**src/sv/cbf_pkg.sv**
```systemverilog
// Shared constants, types and constant functions of the crystal ball evaluator.
package cbf_pkg;

	localparam int DW = 32;               // register and data width
	localparam int FB = 16;               // fraction bits of the ports
	localparam int QF = 24;               // fraction bits inside
	localparam int SHQ = QF - FB;         // port to internal shift
	localparam int NUMW = DW + QF;        // dividend and quotient width
	localparam int A24W = DW + SHQ;       // |alpha| in Q.24
	localparam int NPW = DW - 1;          // tail power width
	localparam int SQB = 28;              // square input bits before overflow
	localparam int SQ_SH = 25;            // (v*v) >> 25 is v^2/2
	localparam int SQW = 2 * SQB - SQ_SH; // half square width
	localparam int L2EW = 31;
	localparam int L2E_SH = 30;
	localparam logic [L2EW-1:0] LOG2E_Q30 = 31'd1549082005;
	localparam int YW = 32;               // exponent width
	localparam int NW = 64;               // normalizer width
	localparam int KB = 6;                // bit position width
	localparam int NORM_STEPS = 6;
	localparam int MW = 32;               // Q.31 mantissa
	localparam int LOG_STEPS = QF;
	localparam int LGW = 31;
	localparam int LGX = 32;
	localparam int PPW = NPW + LGW;
	localparam int TAIL_B = 47;           // n*lg beyond 2^55 in Q.24 terms
	localparam int YT_SH = QF - SHQ;
	localparam int ACCW = 32;
	localparam int ACC_FB = 31;
	localparam int EXP_STEPS = QF;
	localparam int KZ = QF + KB;          // y at or above 2^30 gives zero
	localparam int KMAX = 2 * ACCW - ACC_FB - 1;
	localparam int SUMW = 2 * ACCW + 1;
	localparam int MAGW = SUMW - ACC_FB;
	localparam int REG_IDX_W = 3;

	localparam logic [DW-1:0] RST_ALPHA = DW'(66191);
	localparam logic [NPW-1:0] RST_POWER = NPW'(131072);
	localparam logic [DW-1:0] RST_MEAN = DW'(65536);
	localparam logic [DW-1:0] RST_SIGMA = DW'(1966);
	localparam logic [DW-1:0] RST_NORM = DW'(65536);

	typedef enum logic [REG_IDX_W-1:0] {
		REG_ALPHA = 3'd0,
		REG_POWER = 3'd1,
		REG_MEAN  = 3'd2,
		REG_SIGMA = 3'd3,
		REG_NORM  = 3'd4
	} reg_idx_t;

	typedef enum logic [1:0] {
		ST_OK   = 2'd0,
		ST_SAT  = 2'd1,
		ST_ZERO = 2'd2
	} status_t;

	typedef struct packed {
		logic [DW-1:0]   rem;
		logic [NUMW-1:0] numq;
	} div_st_t;

	typedef struct packed {
		logic [MW-1:0] m;
		logic [QF-1:0] f;
	} log_st_t;

	function automatic logic [63:0] isqrt64(input logic [63:0] v);
		logic [63:0] res;
		logic [63:0] b;
		logic [63:0] r;
		r = v;
		res = '0;
		b = 64'd1 << 62;
		for (int i = 0; i < 32; i++) begin
			if (b > r)
				b = b >> 2;
		end
		for (int i = 0; i < 32; i++) begin
			if (b != '0) begin
				if (r >= res + b) begin
					r = r - (res + b);
					res = (res >> 1) + b;
				end else begin
					res = res >> 1;
				end
				b = b >> 2;
			end
		end
		return res;
	endfunction

	// factor 2^(-2^-(j+1)) in Q.31, each one the root of the one before
	function automatic logic [ACCW-1:0] exp_factor(input int j);
		logic [63:0] c;
		c = 64'd1 << 30;
		for (int i = 0; i < EXP_STEPS; i++) begin
			if (i <= j)
				c = isqrt64(c << 31);
		end
		return c[ACCW-1:0];
	endfunction

endpackage

```
**src/sv/cbf_log_cell.sv**
```systemverilog
// One log2 fraction bit: square the mantissa and renormalize.
module cbf_log_cell import cbf_pkg::*; (
	input  logic    clk,
	input  logic    en,
	input  log_st_t l_in,
	output log_st_t l_out
);

	logic [2*MW-1:0] sq;
	logic [MW:0]     m2;

	assign sq = l_in.m * l_in.m;
	assign m2 = sq[2*MW-1:MW-1];

	always_ff @(posedge clk) begin
		if (en) begin
			l_out.m <= m2[MW] ? m2[MW:1] : m2[MW-1:0];
			l_out.f <= {l_in.f[QF-2:0], m2[MW]};
		end
	end

endmodule

```
**config.mk**
```make
export PLATFORM = sky130hd
export DESIGN_NAME = cbf_log_cell
export DESIGN_NICKNAME = d
export VERILOG_FILES = /design/src/sv/cbf_pkg.sv /design/src/sv/cbf_log_cell.sv
export SDC_FILE = /design/constraint.sdc
export NUM_CORES = 2
export LEC_CHECK = 0
export BUFFER_PORTS_ARGS = -buffer_cell sky130_fd_sc_hd__buf_4
export CORE_ASPECT_RATIO = 0.8
export CORE_MARGIN = 5
export CORE_UTILIZATION = 63
export DETAILED_ROUTE_END_ITERATION = 7
export PLACE_DENSITY_LB_ADDON = 0.12
export SETUP_SLACK_MARGIN = 0.5
export SYNTH_ARGS = -nofsm -noshare
export SYNTH_HDL_FRONTEND = slang
export SYNTH_SLANG_ARGS = --single-unit
export TNS_END_PERCENT = 1
```
**constraint.sdc**
```tcl
create_clock -name clk -period 10.6 [get_ports clk]
set_input_delay 1.59 -clock clk [delete_from_list [all_inputs] [get_ports clk]]
set_output_delay 1.59 -clock clk [all_outputs]
set_load 0.005 [all_outputs]
```
---- Word-level counts from Yosys, hierarchy flattened ----
Cells that the tools add are included.
operators by class
  add/sub/neg operators ................... 0
  multiply operators ...................... 1
  div/mod/pow operators ................... 0
  $lt $le $gt $ge ......................... 0
  eq/ne operators ......................... 0
  shift operators ......................... 0
  muxes and demuxes ....................... 1
  bitwise logic cells ..................... 0
  reduce and logical (&&, ||, !) cells .... 0
operators with widths
  kind                                            count
  32-bit by 32-bit multiplier with 64-bit output  1
  31-bit 2-to-1 mux                               1
storage, ports and cells
  bits in registers ....................... 56
  latch bits .............................. 0
  memory bits (writable) .................. 0
  memory bits (read-only) ................. 0
  input port bits ......................... 58
  output and inout bits ................... 56
  logic and storage cells ................. 5
  memories kept ........................... 0

---- Longest topological paths before layout ----
  depth in word-level cells ............... 2
  gate-level depth with buffers ........... 30
  depth with buffers taken out ............ 26

---- Least setup slack after synthesis ----
No wires, ideal clock.
  path type ............................... input-to-reg
  from .................................... input port l_in[47] (netlist name)
  to ...................................... register l_out[29] (netlist name) (data pin)
  library setup time ...................... 0.260 ns
  data arrival time ....................... 8.941 ns
  required time ........................... 10.340 ns
  path slack .............................. 1.398 ns
  cell stages on the path ................. 26
  path buffers ............................ 4
  cell sequence ........................... clkbuf_1 -> clkbuf_1 -> nand2_1 -> fa_1 -> inv_1 -> fa_1 -> fa_1 -> inv_1 -> fa_1 -> inv_1 -> fa_1 -> fa_1 -> fa_1 -> fa_1 -> ha_1 -> and3_1 -> and4_1 -> o211ai_1 -> a311oi_1 -> o21ai_1 -> o211a_1 -> o21a_4 -> or3_1 -> buf_6 -> buf_12 -> mux2_4
between the ends
  word-level cells in the longest chain between the ends .. 2
RTL lines
  what                                            line                RTL
  from (decl)                                     cbf_log_cell.sv:5   input log_st_t l_in,
  32-bit by 32-bit multiplier with 64-bit output  cbf_log_cell.sv:12  assign sq = l_in.m * l_in.m;
  31-bit 2-to-1 mux                               cbf_log_cell.sv:17  l_out.m <= m2[MW] ? m2[MW:1] : m2[MW-1:0];
  to (decl)                                       cbf_log_cell.sv:6   output log_st_t l_out
No other way between the ends.
A chain may end at the register's enable or synchronous reset.

---- Worst setup path after layout ----
  from .................................... input port l_in[29] (netlist name)
  to ...................................... register l_out[41] (netlist name) (data pin)
The elaborated chain is that of the path after synthesis.

==> results_dict.tcl <==
set metrics [dict create \
    grt_max_degree 57 \
    diodes 0 \
    avgSynthCellArea_um2 9.60 \
    yosysSeqAreaShare_pct 5.34 \
    grt_pass1_vias 24022 \
    register_area_um2 1680 \
    tns_ns 0 \
    grt_usage_pct 31.3 \
    netlist.area_leader.share_pct 50.2 \
    synth_flop_cell "edfxtp_1" \
    synth_area_um2 31500 \
    cts_setup_buffers 0 \
    first_iter_violations 1736 \
    coreArea_um2 49600 \
    nets 4454 \
    preCtsSetupSlack_ns 0.236 \
    crit_family "adder cells" \
    die_x_um 260 \
    hold_start "l_in[16]" \
    min_delay_path_depth 1 \
    crit_top_cell "fa_1" \
    gr-total-overflow 0 \
    drive_gt1_share_pct 5.69 \
    min_period_ns 9.88 \
    worst_slack_ns 0.723 \
    synthArstFlopShare_pct 0 \
    multi_input_area_um2 25600 \
    antenna_found_initial 1 \
    initial_utilization_pct 63.6 \
    slowest_delay_ns 0.57 \
    cp_num_cells 23 \
    whs_endpoint "l_out[17]" \
    fmax_mhz 101 \
    cts_max_path_buffers 2 \
    cts.clk_slew.worst_paths_ns 0.07 \
    numCtsBuffers 5 \
    synth_cells 3284 \
    wirelength_um 83200 \
    cts_sinks 56 \
    clockRootBuffer "clkbuf_16" \
    status "finished clean" \
    ys_ff_latch 56 \
    layout_commonest_cell "inv_1" \
    wire_per_inst_um 20.9 \
    grt_first_pass_wirelength_um 133000 \
    cp-start-kind "input pin" \
    ys.warnings.count 0 \
    setup_viol 0 \
    syn_nets 4433 \
    cp_num_buf_inv 4 \
    largestRegisters "l_out: 56 flops" \
    cts_tree "built" \
    path_cells "buf_4, and2_1, fa_1, fa_1, fa_1, inv_1, fa_1, inv_1, fa_1, fa_1, fa_1, fa_1, ha_1, and3_1, and4_1, o211ai_1, a311oi_1, o21ai_1, o211a_1, o21a_4, or3_2, buf_4, mux2_4" \
    num_io_pins 114 \
    max_cap_viol_count 0 \
    firstDrtPassIters 5 \
    final_cell_mix "inv_1 (986), fa_1 (791), ha_1 (300), nand2_1 (294), and2_1 (235)" \
    regMostFlops "l_out" \
    die_area_um2 54600 \
    min_period_over_period_pct 93.2 \
    ant_nets 0 \
    die_h_um 210 \
    num_rows 73 \
    synth_edf_count 56 \
    nFillCells 4014 \
    slew_violations 0 \
    slowest_stage "fa_1" \
    yosysTopAreaCell "fa_1" \
    drc_errors 0 \
    hpwl_um 68200 \
    area_growth_pct 4.87 \
    gp_congestion 0.968 \
    cp-end-kind "flop" \
    port_buffers 112 \
    hold_class "in -> reg" \
    tightestPinTransition_ns 1.22 \
    vias 22104 \
    crit_required_ns 10.64 \
    ctsHtreeMaxLevel 2 \
    synth_cell_types 67 \
    slew_headroom_pct 18.9 \
    rsz0062_at_grt "false" \
    hold_viol_final 0 \
    path_max_fanout 34 \
    criticalPathCategory "in -> reg" \
    critical_path_arrival_ns 9.92 \
    largest_reg_flops 56 \
    vias_per_cell 5.55 \
    synth.area.top_cells "fa_1 (50%), ha_1 (12%), inv_1 (12%)" \
]
[Yosys cell counts, drive strengths merged, types with 6 or more instances]
cell type / count
o31ai: 7
mux2i: 12
a31oi: 9
xor2: 34
ha: 300
buf: 7
a21oi: 66
clkbuf: 117
xnor2: 41
nand4: 19
nand3: 8
inv: 986
or2: 6
nor2b: 9
and3: 6
o211ai: 11
a21o: 37
nor3: 15
nand2: 294
o21a: 7
mux2: 18
fa: 791
o21ai: 32
edfxtp: 56
a31o: 11
nor2: 62
and2: 236
o21bai: 17
[what timing repair did]
action / in CTS / in global routing
resized for setup: 0 / 6
hold buffers: 0 / 0
endpoints found under the hold margin: 0 / 0
endpoints found under the setup margin: 0 / 31
[area by class of cell]
class / instances / share of cell area (%)
clock buffer: 5 / 0.379
tap: 675 / 2.55
timing repair buffer: 138 / 3.18
clock inverter: 3 / 0.0833
sequential: 56 / 5.09
multi-input combinational: 2117 / 77.5
inverter: 987 / 11.2
[worst max-delay path by stage]
stage,start,to
after floorplan,l_in[47],l_out[29]
after global placement,l_in[40],l_out[41]
after detailed placement,l_in[40],l_out[41]
after CTS,l_in[40],l_out[41]
after global routing,l_in[40],l_out[41]
final,l_in[29],l_out[41]
[per-stage QoR]
step	std cells	hold WS (ns)	instance area (µm²)	util [%]
global route	3981	1.46	33100	66.6
global placement	3973	1.77	32900	66.3
floorplan	3284	1.69	31500	-
CTS	3981	1.46	33000	66.6
detailed placement	3973	1.77	32900	66.3
finish	3981	1.47	33100	66.6
[per-layer routing]
| layer | vias to the layer above | routed length (µm) | track usage [%] |
|---|---|---|---|
| met4 | 2 | 1980 | 6.47 |
| li1 | 9671 | - | - |
| met2 | 1038 | 35300 | 45.3 |
| met5 | - | 14 | 0 |
| met1 | 11253 | 35100 | 46.2 |
| met3 | 140 | 10800 | 11.5 |
[cells by family after synthesis]
kind of cell    count (synthesis)  share of synthesized area, %
compound gates                238                          5.10
xor+xnor                       75                          2.08
fa+ha+maj                    1091                          62.1
buf+inv                      1111                          13.4
flops                          56                          5.34
mux                            30                          1.20
simple gates                  683                          10.7
Power is left out: the tool's default activity adds up to more than one toggle a clock period on the data nets, which glitch-free logic cannot reach.
