## config.mk

```make
export PLATFORM = sky130hd
export DESIGN_NAME = cbf_exp_cell
export DESIGN_NICKNAME = d
export VERILOG_FILES = /design/src/sv/cbf_pkg.sv /design/src/sv/cbf_exp_cell.sv
export SDC_FILE = /design/constraint.sdc
export NUM_CORES = 2
export LEC_CHECK = 0
export BUFFER_PORTS_ARGS = -buffer_cell sky130_fd_sc_hd__buf_2
export CELL_PAD_IN_SITES_DETAIL_PLACEMENT = 1
export CELL_PAD_IN_SITES_GLOBAL_PLACEMENT = 2
export CORE_MARGIN = 2
export CORE_UTILIZATION = 46
export DETAILED_ROUTE_END_ITERATION = 8
export HOLD_SLACK_MARGIN = 0.12
export PLACE_DENSITY_LB_ADDON = 0.2
export SETUP_SLACK_MARGIN = 0.05
export SYNTH_ARGS = -nofsm -noshare
export SYNTH_HDL_FRONTEND = slang
export SYNTH_SLANG_ARGS = --single-unit
```

## constraint.sdc

```tcl
create_clock -name clk -period 14.9 [get_ports clk]
set_input_delay 2.98 -clock clk [delete_from_list [all_inputs] [get_ports clk]]
set_output_delay 2.98 -clock clk [all_outputs]
set_load 0.05 [all_outputs]
```

## src/sv/cbf_pkg.sv

```systemverilog
// Shared constants, types and constant functions of the crystal ball evaluator.
package cbf_pkg;

	localparam int DW = 32;               // register and data width
	localparam int FB = 16;               // fraction bits of the ports
	localparam int QF = 24;               // fraction bits inside
	localparam int SHQ = QF - FB;         // port to internal shift
	localparam int NUMW = DW + QF;        // dividend and quotient width
	localparam int A24W = DW + SHQ;       // |alpha| in Q.24
	localparam int NPW = DW - 1;          // tail power width
	localparam int SQB = 28;              // square input bits before overflow
	localparam int SQ_SH = 25;            // (v*v) >> 25 is v^2/2
	localparam int SQW = 2 * SQB - SQ_SH; // half square width
	localparam int L2EW = 31;
	localparam int L2E_SH = 30;
	localparam logic [L2EW-1:0] LOG2E_Q30 = 31'd1549082005;
	localparam int YW = 32;               // exponent width
	localparam int NW = 64;               // normalizer width
	localparam int KB = 6;                // bit position width
	localparam int NORM_STEPS = 6;
	localparam int MW = 32;               // Q.31 mantissa
	localparam int LOG_STEPS = QF;
	localparam int LGW = 31;
	localparam int LGX = 32;
	localparam int PPW = NPW + LGW;
	localparam int TAIL_B = 47;           // n*lg beyond 2^55 in Q.24 terms
	localparam int YT_SH = QF - SHQ;
	localparam int ACCW = 32;
	localparam int ACC_FB = 31;
	localparam int EXP_STEPS = QF;
	localparam int KZ = QF + KB;          // y at or above 2^30 gives zero
	localparam int KMAX = 2 * ACCW - ACC_FB - 1;
	localparam int SUMW = 2 * ACCW + 1;
	localparam int MAGW = SUMW - ACC_FB;
	localparam int REG_IDX_W = 3;

	localparam logic [DW-1:0] RST_ALPHA = DW'(66191);
	localparam logic [NPW-1:0] RST_POWER = NPW'(131072);
	localparam logic [DW-1:0] RST_MEAN = DW'(65536);
	localparam logic [DW-1:0] RST_SIGMA = DW'(1966);
	localparam logic [DW-1:0] RST_NORM = DW'(65536);

	typedef enum logic [REG_IDX_W-1:0] {
		REG_ALPHA = 3'd0,
		REG_POWER = 3'd1,
		REG_MEAN  = 3'd2,
		REG_SIGMA = 3'd3,
		REG_NORM  = 3'd4
	} reg_idx_t;

	typedef enum logic [1:0] {
		ST_OK   = 2'd0,
		ST_SAT  = 2'd1,
		ST_ZERO = 2'd2
	} status_t;

	typedef struct packed {
		logic [DW-1:0]   rem;
		logic [NUMW-1:0] numq;
	} div_st_t;

	typedef struct packed {
		logic [MW-1:0] m;
		logic [QF-1:0] f;
	} log_st_t;

	function automatic logic [63:0] isqrt64(input logic [63:0] v);
		logic [63:0] res;
		logic [63:0] b;
		logic [63:0] r;
		r = v;
		res = '0;
		b = 64'd1 << 62;
		for (int i = 0; i < 32; i++) begin
			if (b > r)
				b = b >> 2;
		end
		for (int i = 0; i < 32; i++) begin
			if (b != '0) begin
				if (r >= res + b) begin
					r = r - (res + b);
					res = (res >> 1) + b;
				end else begin
					res = res >> 1;
				end
				b = b >> 2;
			end
		end
		return res;
	endfunction

	// factor 2^(-2^-(j+1)) in Q.31, each one the root of the one before
	function automatic logic [ACCW-1:0] exp_factor(input int j);
		logic [63:0] c;
		c = 64'd1 << 30;
		for (int i = 0; i < EXP_STEPS; i++) begin
			if (i <= j)
				c = isqrt64(c << 31);
		end
		return c[ACCW-1:0];
	endfunction

endpackage

```

## src/sv/cbf_exp_cell.sv

```systemverilog
// One 2^-f factor: multiply in this cell's root when its bit is set.
module cbf_exp_cell import cbf_pkg::*; (
	input  logic            clk,
	input  logic            en,
	input  logic [ACCW-1:0] factor,
	input  logic            use_fac,
	input  logic [ACCW-1:0] acc_in,
	output logic [ACCW-1:0] acc_out
);

	logic [2*ACCW-1:0] prod;

	assign prod = acc_in * factor;

	always_ff @(posedge clk) begin
		if (en)
			acc_out <= use_fac ? prod[ACC_FB +: ACCW] : acc_in;
	end

endmodule

```

* Yosys cells after proc, flatten, opt, wreduce, memory -nomap -nowiden
Index checks and enable logic that the tools add are counted.
Storage, ports and cells: register bits after elaboration 32, input port bits 67, word-level logic and storage cells 3
Operators by class: multiplexer cells 1, $mul 1
Operator list (number):
- 32-bit by 32-bit multiplier with 63-bit output | 1
- 32-bit 2-to-1 mux | 1

* Depth between registers and ports, before layout
depth after elaboration 2, gate-level depth with buffers 28, gate-level depth less buffers 26

* Worst setup path after synthesis
No wires, ideal clock.
path type input -> register, from in factor[2], to reg acc_out[31] (data pin), library setup time 0.259 ns, cell stages on the path 25, path buffers 1, arrival time 9.510 ns, slack 5.131 ns, path through clkbuf_1 and2_1 fa_1 inv_1 fa_1 fa_1 fa_1 inv_1 fa_1 inv_1 fa_1 inv_1 fa_1 fa_1 ha_1 and3_1 and4_1 a31oi_1 a31oi_1 o31ai_2 a2111oi_4 or3_1 o211ai_1 a21oi_1 a211o_1
Between the ends: cells in the longest elaborated chain, start to end 2
RTL lines:
- start, declared | line cbf_exp_cell.sv:5 | input logic [ACCW-1:0] factor,
- 32-bit by 32-bit multiplier with 63-bit output | line cbf_exp_cell.sv:13 | assign prod = acc_in * factor;
- 32-bit 2-to-1 mux | line cbf_exp_cell.sv:17 | acc_out <= use_fac ? prod[ACC_FB +: ACCW] : acc_in;
- end signal, assigned | line cbf_exp_cell.sv:17
- end, declared | line cbf_exp_cell.sv:8 | output logic [ACCW-1:0] acc_out
Every way passes these cells. A chain may end at the register's enable or synchronous reset.

* Worst setup path in the final report
from in acc_in[12], to reg acc_out[16] (data pin)
Between the ends: cells in the longest elaborated chain, start to end 2
RTL lines:
- start, declared | line cbf_exp_cell.sv:7 | input logic [ACCW-1:0] acc_in,
- 32-bit by 32-bit multiplier with 63-bit output | line cbf_exp_cell.sv:13
- 32-bit 2-to-1 mux | line cbf_exp_cell.sv:17
Every way passes these cells.

==> insert_results.sql <==
INSERT INTO impl_metrics (metric_group, metric, value, unit) VALUES
('floorplan', 'die_w', '276', 'microns'),
('logic_synthesis', 'synth_commonest_cells', 'fa_1, inv_1, and2_1, nand2_1, ha_1', ''),
('logic_synthesis', 'synthMostInstantiatedCell', 'fa_1', ''),
('drt', 'vias_per_cell', '5.47', ''),
('logic_synthesis', 'post-synth-top-area-cell', 'fa_1', ''),
('drt', 'ant_nets', '0', ''),
('hold_path', 'min_path_cells', '1', ''),
('drt', 'drc_errors', '1', ''),
('logic_synthesis', 'post_synthesis_average_cell_area', '9.25', 'sq um'),
('logic_synthesis', 'post_synth_instance_area', '34000', 'sq um'),
('final_layout', 'top_register', 'acc_out', ''),
('critical_path', 'timing.critical_path.from', 'acc_in[12]', ''),
('final_layout', 'final_nets', '4813', ''),
('timing', 'finalCritPeriodShare', '75.2', '%'),
('final_layout', 'final_layout_size_suffix_gt1_share', '4.53', '%'),
('clock_tree', 'post_cts_buffers', '0', ''),
('critical_path', 'worst_setup_path_end_kind', 'flip-flop', ''),
('drt', 'dr.pass1.iters', '8', ''),
('clock_tree', 'clkSinkCount', '32', ''),
('critical_path', 'critical_path.slowest_cell', 'buf_2', ''),
('clock_tree', 'tritoncts', 'done', ''),
('hold_path', 'min-delay-path-class', 'in -> reg', ''),
('logic_synthesis', 'asyncSetResetFlopFracSynth', '0', '%'),
('critical_path', 'critPathLaunchType', 'primary input', ''),
('hold_path', 'worstHoldStart', 'en', ''),
('critical_path', 'cp_num_buf_inv', '5', ''),
('floorplan', 'fp-row-count', '99', ''),
('clock_tree', 'htree_levels', '2', ''),
('placed_design', 'portBuffers', '98', ''),
('global_route', 'maximum_number_of_pins_on_one_net_before_global_route_repair', '36', ''),
('global_route', 'number_of_global_route_vias_before_repair', '29800', ''),
('drt', 'drt_iter0_markers', '1048', ''),
('floorplan', 'io_pins', '99', ''),
('clock_tree', 'clkSlewWorstSetupHoldPaths', '60', 'ps'),
('timing', 'timing_max_transition_violations_final', '0', ''),
('timing', 'timing_hold_violations_final', '0', ''),
('clock_tree', 'root_buffer', 'clkbuf_16', ''),
('global_route', 'initial_antenna_violation_count', '7', ''),
('logic_synthesis', 'syn-instance-count', '3679', ''),
('logic_synthesis', 'number_of_warnings_issued_by_yosys', '0', ''),
('logic_synthesis', 'synth-seq-area-share', '2.82', '%'),
('drt', 'detail_route.wl_per_cell', '24.4', 'microns'),
('clock_tree', 'max_buffers_root_to_sink', '2', ''),
('placed_design', 'dp_worst_setup_slack', '3540', 'ps'),
('global_route', 'grt.total_usage', '30.8', '%'),
('timing', 'final_critical_path_setup_slack', '3690', 'ps'),
('placed_design', 'placed_wire_length_estimate_after_detailed_placement', '82600', 'microns'),
('outcome', 'failed_checks', 'design-rule violations', ''),
('floorplan', 'floorplan.die.height', '276', 'microns'),
('drt', 'num_vias', '24900', ''),
('floorplan', 'coreArea', '73100', 'sq um'),
('logic_synthesis', 'synthesis.nets', '4894', ''),
('final_layout', 'areaGrowthSynthToFinish', '3.52', '%'),
('final_layout', 'largest_reg_flops', '32', ''),
('placed_design', 'place_congestion', '0.914', ''),
('logic_synthesis', 'flops_latches_synth', '32', ''),
('critical_path', 'crit_cells', '25', ''),
('global_route', 'global_route.overflow_total', '0', ''),
('timing', 'timing.setup.tns', '0', 'ps'),
('final_layout', 'reg.largest.list', 'acc_out (32)', ''),
('job', 'timing.max_cap.violations', '0', ''),
('clock_tree', 'cts_resized', '0', ''),
('drt', 'finalWirelength', '111000', 'microns'),
('logic_synthesis', 'synth_ff_type', 'edfxtp_1', ''),
('critical_path', 'path_delay_family', 'adder cells', ''),
('timing', 'layout_min_cycle_time', '11210', 'ps'),
('critical_path', 'cp_data_arrival_time', '11210', 'ps'),
('outcome', 'outcome', 'finished with violations', ''),
('critical_path', 'cp_max_fo', '33', ''),
('critical_path', 'timing_worst_setup_path_type', 'in -> reg', ''),
('timing', 'worst_slew_pin_slew', '1130', 'ps');
-- worst paths after layout --
kind	end	slack, ps
max	acc_out[16]	3690
min	acc_out[26]	3350
-- routing by layer --
metal / part of all wire [%] / vias to the layer above / global-route usage (%)
met5: 0.0099 / - / 0
met4: 4.3 / 2 / 11.0
met3: 3.6 / 254 / 2.03
met2: 54 / 636 / 58.6
met1: 38 / 13500 / 36.3
li1: - / 10500 / -
-- cells by family after synthesis --
group           after synthesis  share of synthesized area [%]
buf+inv                    1072                           11.9
mux                          23                          0.754
compound gates              201                           3.93
flops                        32                           2.82
xor+xnor                     30                          0.772
simple gates               1173                           17.9
fa+ha+maj                  1148                           61.9
-- area by class of cell --
| class | count | area [sq um] |
|---|---|---|
| Tap cell | 959 | 1200 |
| Clock buffer | 5 | 125 |
| Timing Repair Buffer | 121 | 663 |
| Inverter | 863 | 3240 |
| Sequential cell | 32 | 961 |
| Clock inverter | 2 | 7.51 |
| Multi-Input combinational cell | 2575 | 29000 |
| Antenna cell | 1 | 2.50 |
| Fill cell | 8447 | 37900 |
-- placed cells by master, fill, tap and decap left out, types with 3 or more instances in the layout --
| master | n |
|---|---|
| a211oi_1 | 4 |
| nand2_1 | 474 |
| o21ai_0 | 24 |
| xnor2_1 | 20 |
| a41oi_1 | 3 |
| a21o_1 | 31 |
| and3b_1 | 3 |
| a211o_1 | 3 |
| nor3_1 | 10 |
| and2_1 | 585 |
| fa_1 | 894 |
| o211ai_1 | 5 |
| nor2_1 | 27 |
| or3_1 | 4 |
| mux2_2 | 21 |
| o21a_1 | 4 |
| clkbuf_16 | 5 |
| buf_2 | 98 |
| inv_1 | 862 |
| ha_1 | 254 |
| edfxtp_1 | 32 |
| a21oi_1 | 69 |
| nand2b_1 | 5 |
| nor2b_1 | 8 |
| o21bai_1 | 12 |
| buf_4 | 23 |
| clkinv_1 | 3 |
| o31ai_1 | 7 |
| and3_1 | 10 |
| xor2_1 | 10 |
| nand4_1 | 13 |
| nand3_1 | 20 |
| a31oi_1 | 8 |
| o21ai_1 | 6 |
-- through the flow --
stage                     instance area (sq um)  std cells  hold WS [ps]
after floorplan                           34000       3679          3090
after detailed placement                  35100       4550          3520
after CTS                                 35200       4557          3360
after global routing                      35200       4558          3380
after global placement                    35100       4550          3520
final                                     35200       4558          3350
Power is left out: the tool's default activity adds up to more than one toggle a clock period on the data nets, which glitch-free logic cannot reach.
