## config.mk

```make
export PLATFORM = sky130hd
export DESIGN_NAME = cbf_div_cell
export DESIGN_NICKNAME = d
export VERILOG_FILES = /design/src/sv/cbf_pkg.sv /design/src/sv/cbf_div_cell.sv
export SDC_FILE = /design/constraint.sdc
export NUM_CORES = 1
export LEC_CHECK = 0
export ABC_AREA = 1
export BUFFER_PORTS_ARGS = -buffer_cell sky130_fd_sc_hd__buf_4
export CAP_MARGIN = 10
export CELL_PAD_IN_SITES_DETAIL_PLACEMENT = 0
export CELL_PAD_IN_SITES_GLOBAL_PLACEMENT = 1
export CORE_ASPECT_RATIO = 1.75
export CORE_MARGIN = 10
export CORE_UTILIZATION = 39
export DETAILED_ROUTE_END_ITERATION = 8
export GPL_ROUTABILITY_DRIVEN = 0
export GPL_TIMING_DRIVEN = 0
export PLACE_DENSITY_LB_ADDON = 0.1
export SLEW_MARGIN = 40
export SYNTH_ARGS = -nofsm -noshare
export SYNTH_HDL_FRONTEND = slang
export SYNTH_SLANG_ARGS = --single-unit
```

## constraint.sdc

```tcl
create_clock -name clk -period 4.45 [get_ports clk]
set_input_delay 0.89 -clock clk [delete_from_list [all_inputs] [get_ports clk]]
set_output_delay 0.89 -clock clk [all_outputs]
set_load 0.02 [all_outputs]
```

## src/sv/cbf_pkg.sv

```systemverilog
// Shared constants, types and constant functions of the crystal ball evaluator.
package cbf_pkg;

	localparam int DW = 32;               // register and data width
	localparam int FB = 16;               // fraction bits of the ports
	localparam int QF = 24;               // fraction bits inside
	localparam int SHQ = QF - FB;         // port to internal shift
	localparam int NUMW = DW + QF;        // dividend and quotient width
	localparam int A24W = DW + SHQ;       // |alpha| in Q.24
	localparam int NPW = DW - 1;          // tail power width
	localparam int SQB = 28;              // square input bits before overflow
	localparam int SQ_SH = 25;            // (v*v) >> 25 is v^2/2
	localparam int SQW = 2 * SQB - SQ_SH; // half square width
	localparam int L2EW = 31;
	localparam int L2E_SH = 30;
	localparam logic [L2EW-1:0] LOG2E_Q30 = 31'd1549082005;
	localparam int YW = 32;               // exponent width
	localparam int NW = 64;               // normalizer width
	localparam int KB = 6;                // bit position width
	localparam int NORM_STEPS = 6;
	localparam int MW = 32;               // Q.31 mantissa
	localparam int LOG_STEPS = QF;
	localparam int LGW = 31;
	localparam int LGX = 32;
	localparam int PPW = NPW + LGW;
	localparam int TAIL_B = 47;           // n*lg beyond 2^55 in Q.24 terms
	localparam int YT_SH = QF - SHQ;
	localparam int ACCW = 32;
	localparam int ACC_FB = 31;
	localparam int EXP_STEPS = QF;
	localparam int KZ = QF + KB;          // y at or above 2^30 gives zero
	localparam int KMAX = 2 * ACCW - ACC_FB - 1;
	localparam int SUMW = 2 * ACCW + 1;
	localparam int MAGW = SUMW - ACC_FB;
	localparam int REG_IDX_W = 3;

	localparam logic [DW-1:0] RST_ALPHA = DW'(66191);
	localparam logic [NPW-1:0] RST_POWER = NPW'(131072);
	localparam logic [DW-1:0] RST_MEAN = DW'(65536);
	localparam logic [DW-1:0] RST_SIGMA = DW'(1966);
	localparam logic [DW-1:0] RST_NORM = DW'(65536);

	typedef enum logic [REG_IDX_W-1:0] {
		REG_ALPHA = 3'd0,
		REG_POWER = 3'd1,
		REG_MEAN  = 3'd2,
		REG_SIGMA = 3'd3,
		REG_NORM  = 3'd4
	} reg_idx_t;

	typedef enum logic [1:0] {
		ST_OK   = 2'd0,
		ST_SAT  = 2'd1,
		ST_ZERO = 2'd2
	} status_t;

	typedef struct packed {
		logic [DW-1:0]   rem;
		logic [NUMW-1:0] numq;
	} div_st_t;

	typedef struct packed {
		logic [MW-1:0] m;
		logic [QF-1:0] f;
	} log_st_t;

	function automatic logic [63:0] isqrt64(input logic [63:0] v);
		logic [63:0] res;
		logic [63:0] b;
		logic [63:0] r;
		r = v;
		res = '0;
		b = 64'd1 << 62;
		for (int i = 0; i < 32; i++) begin
			if (b > r)
				b = b >> 2;
		end
		for (int i = 0; i < 32; i++) begin
			if (b != '0) begin
				if (r >= res + b) begin
					r = r - (res + b);
					res = (res >> 1) + b;
				end else begin
					res = res >> 1;
				end
				b = b >> 2;
			end
		end
		return res;
	endfunction

	// factor 2^(-2^-(j+1)) in Q.31, each one the root of the one before
	function automatic logic [ACCW-1:0] exp_factor(input int j);
		logic [63:0] c;
		c = 64'd1 << 30;
		for (int i = 0; i < EXP_STEPS; i++) begin
			if (i <= j)
				c = isqrt64(c << 31);
		end
		return c[ACCW-1:0];
	endfunction

endpackage

```

## src/sv/cbf_div_cell.sv

```systemverilog
// One restoring division step: one quotient bit per cell.
module cbf_div_cell import cbf_pkg::*; (
	input  logic          clk,
	input  logic          en,
	input  logic [DW-1:0] den,
	input  div_st_t       d_in,
	output div_st_t       d_out
);

	logic [DW:0] r2;
	logic [DW:0] rdiff;
	logic        ge;

	assign r2 = {d_in.rem, d_in.numq[NUMW-1]};
	assign rdiff = r2 - {1'b0, den};
	assign ge = r2 >= {1'b0, den};

	always_ff @(posedge clk) begin
		if (en) begin
			d_out.rem <= ge ? rdiff[DW-1:0] : r2[DW-1:0];
			d_out.numq <= {d_in.numq[NUMW-2:0], ge};
		end
	end

endmodule

```

Word level (Yosys, flattened, before mapping)

Index checks and enable logic that the tools add are counted.

Add/sub/neg operators: 1
Order comparisons: 1
Mux-type cells: 1

Operators with widths:

| kind             | number |
|---|---|
| $ge A33 B32 Y1   | 1 |
| $mux W32         | 1 |
| $sub A32 B32 Y32 | 1 |

Flip-flop bits (word level): 88
Bits of input ports: 122
Output and inout bits: 88
Logic and storage cells: 5

Depth between registers and ports, before layout

Gate-level depths: netlist of the first run.

Word-level depth: 2
Depth in mapped cells: 16
Gate-level depth less buffers: 14

Worst setup path before layout of the first run

Ideal clock, no wire load.

Path kind: input to register
From: input d_in[55] (netlist name)
To: register d_out[72] (netlist name), data pin
Setup time: 0.252 ns
Arrival time: 2.233 ns
Data required time: 4.198 ns
Setup slack: 1.965 ns
Cell stages on the path: 13
Buffers on the path: 0
Cells stage by stage: inv_1 > ha_1 > fa_1 > inv_1 > nand3_1 > nand3_1 > nand2_1 > nand3_1 > nand3_1 > nand2_1 > nand2_1 > nand3_2 > nand2_1

Longest elaborated chain between the ends: 2
Elaborated cells between the ends (all ways): 3
Those cells by class: add/sub: 1; order compare: 1; mux: 1

RTL lines:

| what                                                      | RTL line                               | source |
|---|---|---|
| start: declaration                                        | cbf_div_cell.sv:6                      | `input div_st_t d_in,` |
| $sub A32 B32 Y32 / $ge A33 B32 Y1 (equally long branches) | cbf_div_cell.sv:15, cbf_div_cell.sv:16 |  |
| $mux W32 *                                                | cbf_div_cell.sv:20                     | `d_out.rem <= ge ? rdiff[DW-1:0] : r2[DW-1:0];` |
| end: declaration                                          | cbf_div_cell.sv:7                      | `output div_st_t d_out` |

Every way passes the cells marked *; elsewhere a longest branch is shown, timed or not.
A chain may end at the register's enable or synchronous reset.

Worst setup path after layout of the first run

From: input den[0]
To: register d_out[84] (netlist name), data pin

Longest elaborated chain between the ends: 2
Elaborated cells between the ends (all ways): 3
Those cells by class: add/sub: 1; order compare: 1; mux: 1

RTL lines:

| what                                                      | RTL line                               | source |
|---|---|---|
| start: declaration                                        | cbf_div_cell.sv:5                      | `input logic [DW-1:0] den,` |
| $sub A32 B32 Y32 / $ge A33 B32 Y1 (equally long branches) | cbf_div_cell.sv:15, cbf_div_cell.sv:16 |  |
| $mux W32 *                                                | cbf_div_cell.sv:20                     |  |

Marked as above.

==> results of run 1 <==
==> routing by layer <==
layer / global-route usage (%) / share of wire (%) / vias up
met5: 0 / 0 / -
met4: 5.76 / 1.9 / 0
met3: 3.60 / 4.6 / 18
met2: 35.4 / 57 / 147
met1: 17.5 / 36 / 2432
li1: - / - / 2758
==> synth_stat cells (all sizes together) <==
library cell    n
xor2           13
xnor2           1
or2             1
nand3b         10
a21oi          21
o21bai          1
edfxtp         88
buf            10
o21ai           2
nor3            8
inv           152
and2            8
nand4           2
nand3          68
nand2         282
fa              1
nor2           40
ha             32
==> final timing paths <==
path,start,endpoint,slack (ps),cells past startpoint
worst min-delay path,d_in[30],d_out[31],720,1
worst max-delay path,den[0],d_out[84],1710,13
==> through the flow <==
| step | area [um^2] | setup slack (ps) | hold slack, ps | util (%) |
|---|---|---|---|---|
| after floorplan | 5840 | 1960 | 989 | - |
| after global placement | 7630 | 1380 | 1070 | 51.7 |
| after detailed placement | 7640 | 1360 | 1070 | 51.7 |
| after CTS | 7930 | 1730 | 709 | 53.7 |
| after global routing | 7950 | 1620 | 702 | 53.9 |
| final | 7950 | 1710 | 723 | 53.9 |
==> layout make-up <==
class,count,area (um^2)
buffer,10,81.3
sequential,88,2640
tap,183,229
fill,1449,6810
clock buffer,9,225
inverter,152,571
multi-input combinational,490,2540
timing repair buffer,210,1600
clock inverter,7,61.3
==> logic make-up after synthesis <==
group,Yosys count,share of synthesized area (%)
fa+ha+maj,33,7.20
compound gates,24,2.10
flops,88,45.3
xor+xnor,14,2.10
buf+inv,162,11.2
simple gates,419,32.2
==> power breakdown <==
group | leakage [nW] | switching, mW | internal, mW
Sequential | 0.861 | 0.0232 | 1.02
Clock | 0.140 | 0.350 | 0.391
Combinational | 3.22 | 0.469 | 0.322
==> placed cells by master, fill, tap and decap left out, types with 6 or more instances in the layout <==
master	instances
nand3b_1	10
ha_1	32
xor2_1	13
inv_1	149
nor3_1	6
nand2_1	276
and2_1	8
nor2_1	34
nand3_2	16
nand3_1	52
buf_2	7
edfxtp_1	88
clkbuf_16	9
buf_4	208
a21oi_1	21
==> worst max-delay path: cells and delay by family <==
family	cells	cell delay, ps
adder cells (fa/ha/maj)	2	620
AND/OR/NAND/NOR	9	1060
buffers and inverters	2	260
==> results.md, run 1 <==
* Required time of the critical path at 4560 ps
* Library cell appearing most often on the critical path: nand2_1
* Final number of max-transition violations at 0
* Overall die width at 112 um
* Crit path arrival time at 2850 ps
* FF+latch count, synth at 88
* Clock transition at the registers of the reported paths at 80 ps
* Hold buffer count at CTS at 0
* Critical path startpoint category: input pin
* Fmax at 365 MHz
* Placed Instances at 1132
* Peak supply drop at 0.259 mV
* Vias post-DR at 5355
* Std-Cell Core Area at 14800 um^2
* Count of distinct cell types in the synthesized netlist at 29
* Leakage power at 4.22 nW
* Boundary Pins at 210
* Result of the run: completed
* Average footprint of a synthesized cell at 7.89 um^2
* Worst path max stage delay at 410 ps
* Detailed placer's ending HPWL at 15800 um
* # resized after CTS at 0
* NumNets Final at 1116
* Final Critical Period at 2740 ps
* Wirelength, routed at 18800 um
* Antenna cell count at 0
* Number of max-capacitance violations reported at 0
* DRC violations left at 0
* Largest net degree at the start of global routing at 89
* Initial DRT Pass Iterations at 4
* Series of cell instances along the critical path: buf_4 > ha_1 > fa_1 > inv_1 > nand3_1 > nand3_1 > nand3_1 > nand2_1 > nand2_1 > nand2_1 > nand2_1 > nand3_2 > nand2_1
* Root Buffer Master: clkbuf_16
* H-tree lvl count at 3
* Type of the setup path with the least slack: input pin to register
* Largest registers: d_out x88
* Biggest register: d_out
* Vertical die dimension at 182 um
* First DRT Iteration DRCs at 201
* Slowest stage cell on the critical path: fa_1
* Unrepaired setup endpoints after global routing: no
* Via density per instance at 4.66
* Power density relative to cell area at 324 nW/um^2
* Final cell count without fillers at 1149
* P&R area growth vs syn at 36.2%
* Final ANT Viol Nets at 0
* Sequential fraction of the synthesis area at 45.3%
* Syn. warnings at 0
* Detailed-route wire length per cell at 16.4 um
* Max Buffers Root-to-Sink at 2
* Total power at 2.57 mW
* Number of hold-slack violations in the final timing report at 0
* Initial Util at 39.5%
* Combined area of all synthesized cells at 5840 um^2
* Instance count of the mapped netlist at 740
* Total grt overflow at 0
* CTS tree: yes
* Fraction of post-synthesis cell area in the top cell type by area at 45.3%
* Number of clock sinks at 88
* Setup bufs post-CTS at 0
* Min-delay worst type: input pin to register
* Num CTS Buffers at 9
* Number of global-route vias before repair at 5424
* Cell type with the largest total area after synthesis: edfxtp_1
* Overall track demand over capacity in global routing at 17.9%
* Number of rows in the core area at 59
* Count of buffers from port buffering at 209
* Top area cells in the synthesized netlist: edfxtp_1 45%, nand2_1 18%, inv_1 9.6%
* Number of setup violations in the final report at 0
* First-pass GRT wire length at 28800 um
* Area enclosed by the die boundary at 20500 um^2
* CP max FO at 3
* Max-Slew Margin vs Limit at 69.8%
* Number of nets in the synthesized netlist at 895
* Number of antenna violations at the first check in global routing at 0
* Crit path capture type: register
* Final period util at 61.6%
* Transition time of the tightest slew-check pin at 454 ps
* Max reg flops at 88
* Ratio of cells with drive above 1 in the final layout at 27.8%
* Setup Total Neg Slack at 0 ps
Note: power is estimated with default switching activity, not from simulation.
==> run 2, diff against run 1 <==
Settings changed: ABC_AREA 1 to 0, CORE_UTILIZATION 39 to 36.
Clock period 4.45 ns to 2.84 ns, I/O delays scaled along.
==> results.md, run 2 <==
* Ys async rst share at 0% (unchanged)
* Max Buffers Root-to-Sink at 2 (unchanged)
* Number of setup violations in the final report at 0 (unchanged)
* First DRT Iteration DRCs at 106 (was 201)
* Required time of the critical path at 2940 ps (was 4560 ps)
* Largest net degree at the start of global routing at 89 (unchanged)
* Crit path arrival time at 2860 ps (was 2850 ps)
* Count of buffers from port buffering at 209 (unchanged)
* Fmax at 362 MHz
* First-pass GRT wire length at 23500 um (was 28800 um)
* Wirelength, routed at 16000 um (was 18800 um)
* Number of max-capacitance violations reported at 0 (unchanged)
* Root Buffer Master: clkbuf_16 (unchanged)
* Clock transition at the registers of the reported paths at 70 ps (was 80 ps)
* Critical path startpoint category: input pin (unchanged)
* Number of nets in the synthesized netlist at 602 (was 895)
* Num CTS Buffers at 9 (unchanged)
* Most common cell after layout, fill and taps aside: buf_4 (was nand2_1)
* Boundary Pins at 210 (unchanged)
* Type of the setup path with the least slack: input pin to register (unchanged)
* Leakage power at 3.34 nW (was 4.22 nW)
* Setup Total Neg Slack at 0 ps (unchanged)
* Largest registers: d_out x88 (unchanged)
* Max reg flops at 88 (unchanged)
* Detailed-route wire length per cell at 18.7 um (was 16.4 um)
* Area enclosed by the die boundary at 19100 um^2 (was 20500 um^2)
* Detailed placer's ending HPWL at 12600 um (was 15800 um)
* Fraction of post-synthesis cell area in the top cell type by area at 53.2% (was 45.3%)
* Vias post-DR at 4220 (was 5355)
* CTS tree: yes (unchanged)
* Total power at 4.29 mW (was 2.57 mW)
* Crit path capture type: register (unchanged)
* DRC violations left at 0 (unchanged)
* Final period util at 97.2%
* Top area cells in the synthesized netlist: edfxtp_1 53%, ha_1 8.1%, a21oi_1 5.4% (was edfxtp_1 45%, nand2_1 18%, inv_1 9.6%)
* Combined area of all synthesized cells at 4970 um^2 (was 5840 um^2)
* Initial DRT Pass Iterations at 4 (unchanged)
* Post-layout instance area at 7560 um^2 (was 7950 um^2)
* Hold buffer count at CTS at 0 (unchanged)
* Ratio of cells with drive above 1 in the final layout at 45.1% (was 27.8%)
* Max-Slew Margin vs Limit at 68.9% (was 69.8%)
* Cell area reported after detailed placement at 6850 um^2 (was 7640 um^2)
* Transition time of the tightest slew-check pin at 461 ps (was 454 ps)
* Antenna cell count at 0 (unchanged)
* Sequential fraction of the synthesis area at 53.2% (was 45.3%)
* Std-Cell Core Area at 13500 um^2 (was 14800 um^2)
* Average footprint of a synthesized cell at 11.1 um^2 (was 7.89 um^2)
* Final ANT Viol Nets at 0 (unchanged)
* P&R area growth vs syn at 52.1% (was 36.2%)
* Overall track demand over capacity in global routing at 15.7% (was 17.9%)
* CP max FO at 9 (was 3)
* NumNets Final at 831 (was 1116)
* Commonest cells after routing, fill and taps aside: 220 x buf_4, 88 x edfxtp_1, 45 x a21oi_1 (was 276 x nand2_1, 208 x buf_4, 149 x inv_1)
* Power density relative to cell area at 568 nW/um^2 (was 324 nW/um^2)
* Most frequent cell after synthesis: edfxtp_1 (was nand2_1)
* Syn. warnings at 0 (unchanged)
* Post-synth EDFFs at 88 (unchanged)
* DP Worst Slack at -641 ps (was 1360 ps)
* Top cell types by occurrence after synthesis: 88 x edfxtp_1, 54 x a21oi_1, 46 x inv_1 (was 276 x nand2_1, 149 x inv_1, 88 x edfxtp_1)
* Number of global-route vias before repair at 4491 (was 5424)
* Count of distinct cell types in the synthesized netlist at 49 (was 29)
* Min-delay worst type: input pin to register (unchanged)
* Prevailing post-synth register cell: edfxtp_1 (unchanged)
* Number of hold-slack violations in the final timing report at 0 (unchanged)
* H-tree lvl count at 3 (unchanged)
* Via density per instance at 4.94 (was 4.66)
* Peak supply drop at 0.340 mV (was 0.259 mV)
* Number of clock sinks at 88 (unchanged)
* FF+latch count, synth at 88 (unchanged)
* Vertical die dimension at 175 um (was 182 um)
* Least setup slack across all paths after layout at 79.6 ps (was 1710 ps)
* Result of the run: completed (unchanged)
* Overall die width at 109 um (was 112 um)
* Final number of max-transition violations at 0 (unchanged)
* Final Critical Period at 2760 ps
* Biggest register: d_out (unchanged)
* Number of antenna violations at the first check in global routing at 0 (unchanged)
* Instance count of the mapped netlist at 447 (was 740)
* Number of rows in the core area at 56 (was 59)
* Cell type with the largest total area after synthesis: edfxtp_1 (unchanged)
* Initial Util at 36.9% (was 39.5%)
* Total grt overflow at 0 (unchanged)
* Utilization after layout at 56.2% (was 53.9%)
[run 2: cell types whose count changed in the layout (fill, tap and decap cells not counted), moves of 15 or more]
cell | previous run | this run
nand3_1 | 52 | 7
nand2_1 | 276 | 22
o21ai_0 | 2 | 17
xnor2_1 | 1 | 16
a21oi_1 | 21 | 45
inv_1 | 149 | 42
nand3_2 | 16 | 1
[run 2: metrics by stage]
| stage | hold WS [ps] | std cells |
|---|---|---|
| after floorplan | 667 | 447 |
| after global placement | 746 | 830 |
| after detailed placement | 747 | 830 |
| after CTS | 381 | 849 |
| after global routing | 377 | 855 |
| final | 392 | 855 |
[run 2: path summary, 6_finish.rpt]
path / cells after the start / start / slack, ps / end
setup / recovery: 12 / d_in[79] / 80 / d_out[87]
hold / removal: 1 / d_in[3] / 390 / d_out[4]
[run 2: final cells by class]
| type | count | area (um^2) |
|---|---|---|
| Timing Repair Buffer | 223 | 1740 |
| Multi-Input combinational cell | 296 | 2320 |
| Clock inverter | 7 | 101 |
| Sequential cell | 88 | 2640 |
| Clock buffer | 9 | 225 |
| Fill cell | 1231 | 5900 |
| Buffer | 12 | 138 |
| Inverter | 46 | 175 |
| Tap cell | 174 | 218 |
[run 2: layer usage]
metal	global-route usage (%)	routed length (um)
met1	15.3	5470
met5	0	0
met3	4.62	1190
met4	5.41	413
met2	30.0	8910
[run 2: where the power goes]
part | internal (mW) | switching, mW | leakage (nW)
Sequential | 1.61 | 0.0366 | 0.862
Clock | 0.783 | 0.529 | 0.160
Combinational | 0.628 | 0.705 | 2.32
[run 2: critical path: stages]
cell,delay [ps]
buf_4,110
ha_1,280
buf_6,120
and3_4,240
nand4_1,100
buf_4,190
nor4b_4,310
buf_4,170
a2111oi_4,60
o31ai_1,330
xor2_1,110
mux2_4,280
[run 2: kinds of logic after synthesis]
kind of cell,synth area share [%]
compound gates,14.7
simple gates,10.5
flops,53.2
buf+inv,5.71
fa+ha+maj,8.46
xor+xnor,4.58
mux,2.82
[run 2: timing repair]
action / 4_1_cts / 5_1_grt
pin swaps: 5 / 13
hold endpoints to repair: 0 / 0
cloned: 0 / 2
resized for setup: 13 / 42
setup buffers: 6 / 5
endpoints found under the setup margin: 31 / 33
==> run 3, diff against run 2 <==
Settings changed: RECOVER_POWER set to 100.
==> results.md, run 3 (same netlist as run 2, synthesis figures left out) <==
* Boundary Pins at 210 (unchanged)
* Vias post-DR at 4218 (was 4220)
* Max reg flops at 88 (unchanged)
* Utilization after layout at 53.5% (was 56.2%)
* Ratio of cells with drive above 1 in the final layout at 32.0% (was 45.1%)
* Total grt overflow at 0 (unchanged)
* Number of setup violations in the final report at 0 (unchanged)
* Fmax at 362 MHz (about the same)
* Clock transition at the registers of the reported paths at 70 ps (about the same)
* Transition time of the tightest slew-check pin at 1330 ps (was 461 ps)
* DP Worst Slack at -641 ps (unchanged)
* Wirelength, routed at 16100 um (was 16000 um)
* CP max FO at 10 (was 9)
* NumNets Final at 831 (unchanged)
* Final ANT Viol Nets at 0 (unchanged)
* Peak supply drop at 0.337 mV (was 0.340 mV)
* Crit path arrival time at 2860 ps (about the same)
* Number of clock sinks at 88 (unchanged)
* Crit path capture type: register (unchanged)
* Vertical die dimension at 175 um (unchanged)
* Leakage power at 3.00 nW (was 3.34 nW)
* Total net switching power at 1.26 mW (was 1.27 mW)
* Overall track demand over capacity in global routing at 15.7% (unchanged)
* Sequential group share of total power at 39.5% (was 38.4%)
* Count of buffers from port buffering at 209 (unchanged)
* Biggest register: d_out (unchanged)
* First-pass GRT wire length at 23500 um (unchanged)
* Initial Util at 36.9% (unchanged)
* Type of the setup path with the least slack: input pin to register (unchanged)
* Result of the run: completed (unchanged)
* Std-Cell Core Area at 13500 um^2 (unchanged)
* Largest registers: d_out x88 (unchanged)
* Placed Instances at 830 (unchanged)
* Critical path startpoint category: input pin (unchanged)
* CTS tree: yes (unchanged)
* Root Buffer Master: clkbuf_16 (unchanged)
* Num CTS Buffers at 9 (unchanged)
* Max Buffers Root-to-Sink at 2 (unchanged)
* Final Critical Period at 2770 ps (was 2760 ps)
* Portion of total power attributed to the clock network at 31.4% (was 30.6%)
* Number of global-route vias before repair at 4491 (unchanged)
* First DRT Iteration DRCs at 132 (was 106)
* Min-delay worst type: input pin to register (unchanged)
* Required time of the critical path at 2940 ps (about the same)
* Post-route worst hold slack at 416 ps (was 392 ps)
* Least setup slack across all paths after layout at 74.1 ps (was 79.6 ps)
* Cell internal power dissipation at 2.90 mW (was 3.02 mW)
* Number of max-capacitance violations reported at 0 (unchanged)
* Final period util at 97.4% (was 97.2%)
* Overall die width at 109 um (unchanged)
* Sequential standard cell area at 2640 um^2 (unchanged)
* Final number of max-transition violations at 0 (unchanged)
* DRC violations left at 0 (unchanged)
* Number of hold-slack violations in the final timing report at 0 (unchanged)
* Number of fill cells in the layout at 1299 (was 1231)
* H-tree lvl count at 3 (unchanged)
* Series of cell instances along the critical path: buf_4 > ha_4 > and3_4 > o21a_1 > a311oi_4 > o21ai_2 > or3b_1 > o21a_4 > buf_12 > buf_6 > nor2_1 > a21oi_2 (was buf_4 > ha_1 > buf_6 > and3_4 > nand4_1 > buf_4 > nor4b_4 > buf_4 > a2111oi_4 > o31ai_1 > xor2_1 > mux2_4)
* Part of the total power dissipated in combinational logic at 29.1% (was 31.1%)
* Most common cell after layout, fill and taps aside: clkbuf_1 (was buf_4)
* Commonest cells after routing, fill and taps aside: 89 x clkbuf_1, 88 x edfxtp_1, 77 x buf_4 (was 220 x buf_4, 88 x edfxtp_1, 45 x a21oi_1)
* Worst path max stage delay at 380 ps (was 330 ps)
* Area enclosed by the die boundary at 19100 um^2 (unchanged)
* Number of antenna violations at the first check in global routing at 0 (unchanged)
* Final cell count without fillers at 855 (unchanged)
* Power density relative to cell area at 578 nW/um^2 (was 568 nW/um^2)
* Via density per instance at 4.93 (was 4.94)
* Fraction of power spent switching nets at 30.4% (was 29.6%)
* P&R area growth vs syn at 44.9% (was 52.1%)
* Detailed placer's ending HPWL at 12600 um (unchanged)
* Multi-input combinational cell area at 2320 um^2 (unchanged)
* Antenna cell count at 0 (unchanged)
* Number of rows in the core area at 56 (unchanged)
* Detailed-route wire length per cell at 18.8 um (was 18.7 um)
* Initial DRT Pass Iterations at 4 (unchanged)
* Max-Slew Margin vs Limit at 11.6% (was 68.9%)
* Largest net degree at the start of global routing at 89 (unchanged)
* Slowest stage cell on the critical path: or3b_1 (was o31ai_1)
## run 3: cell count changes in the layout (fill, tap and decap cells not counted), sizes merged
cell	previous run	this run
buf	230	85
clkbuf	14	159
## run 3: worst paths after layout
| path | start | to | slack [ps] | cells past startpoint |
|---|---|---|---|---|
| hold / removal | d_in[3] | d_out[4] | 420 | 1 |
| setup / recovery | d_in[78] | d_out[73] | 70 | 12 |
## run 3: power groups by stage
stage / sequential [mW] / combinational, mW / clock, mW
after floorplan: 1.87 / 0.508 / 0
after global placement: 1.67 / 1.22 / 0
after detailed placement: 1.68 / 1.23 / 0
after CTS: 1.65 / 1.26 / 1.35
after global routing: 1.66 / 1.32 / 1.40
final: 1.64 / 1.21 / 1.31
## run 3: layer usage
metal	track usage, %	wire (um)	vias to the layer above	share of wire [%]
li1	-	-	2079	-
met1	15.3	5590	1954	35
met2	30.0	8890	155	55
met3	4.62	1170	30	7.3
met4	5.41	413	0	2.6
met5	0	0	-	0
## run 3: repair_timing
item | CTS | global route
pin swaps | 5 | 13
setup buffers | 6 | 5
gates resized for setup | 13 | 42
endpoints found under the setup margin | 31 | 33
hold buffers | 0 | 0
cloned | 0 | 2
## run 3: worst max-delay path: cells and delay by family
kind | cells | cell delay (ps)
AND/OR/NAND/NOR | 3 | 680
buffers and inverters | 3 | 410
AO/OA/AOI/OAI | 5 | 930
adder cells (fa/ha/maj) | 1 | 270
## run 3: layout make-up
type	count	area share, %
clock inverter	7	1.41
buffer	12	1.91
timing repair buffer	223	19.2
clock buffer	9	3.13
multi-input combinational	296	32.2
tap	174	3.02
sequential	88	36.7
inverter	46	2.43
## run 3: stage by stage
| stage | instance area (um^2) | power (mW) | TNS, ps |
|---|---|---|---|
| final | 7200 | 4.16 | 0 |
| after global routing | 7200 | 4.38 | -54.5 |
| after CTS | 7260 | 4.26 | -51.9 |
| after detailed placement | 6850 | 2.90 | -15270 |
| after global placement | 6850 | 2.89 | -14010 |
| after floorplan | 5060 | 2.37 | 0 |
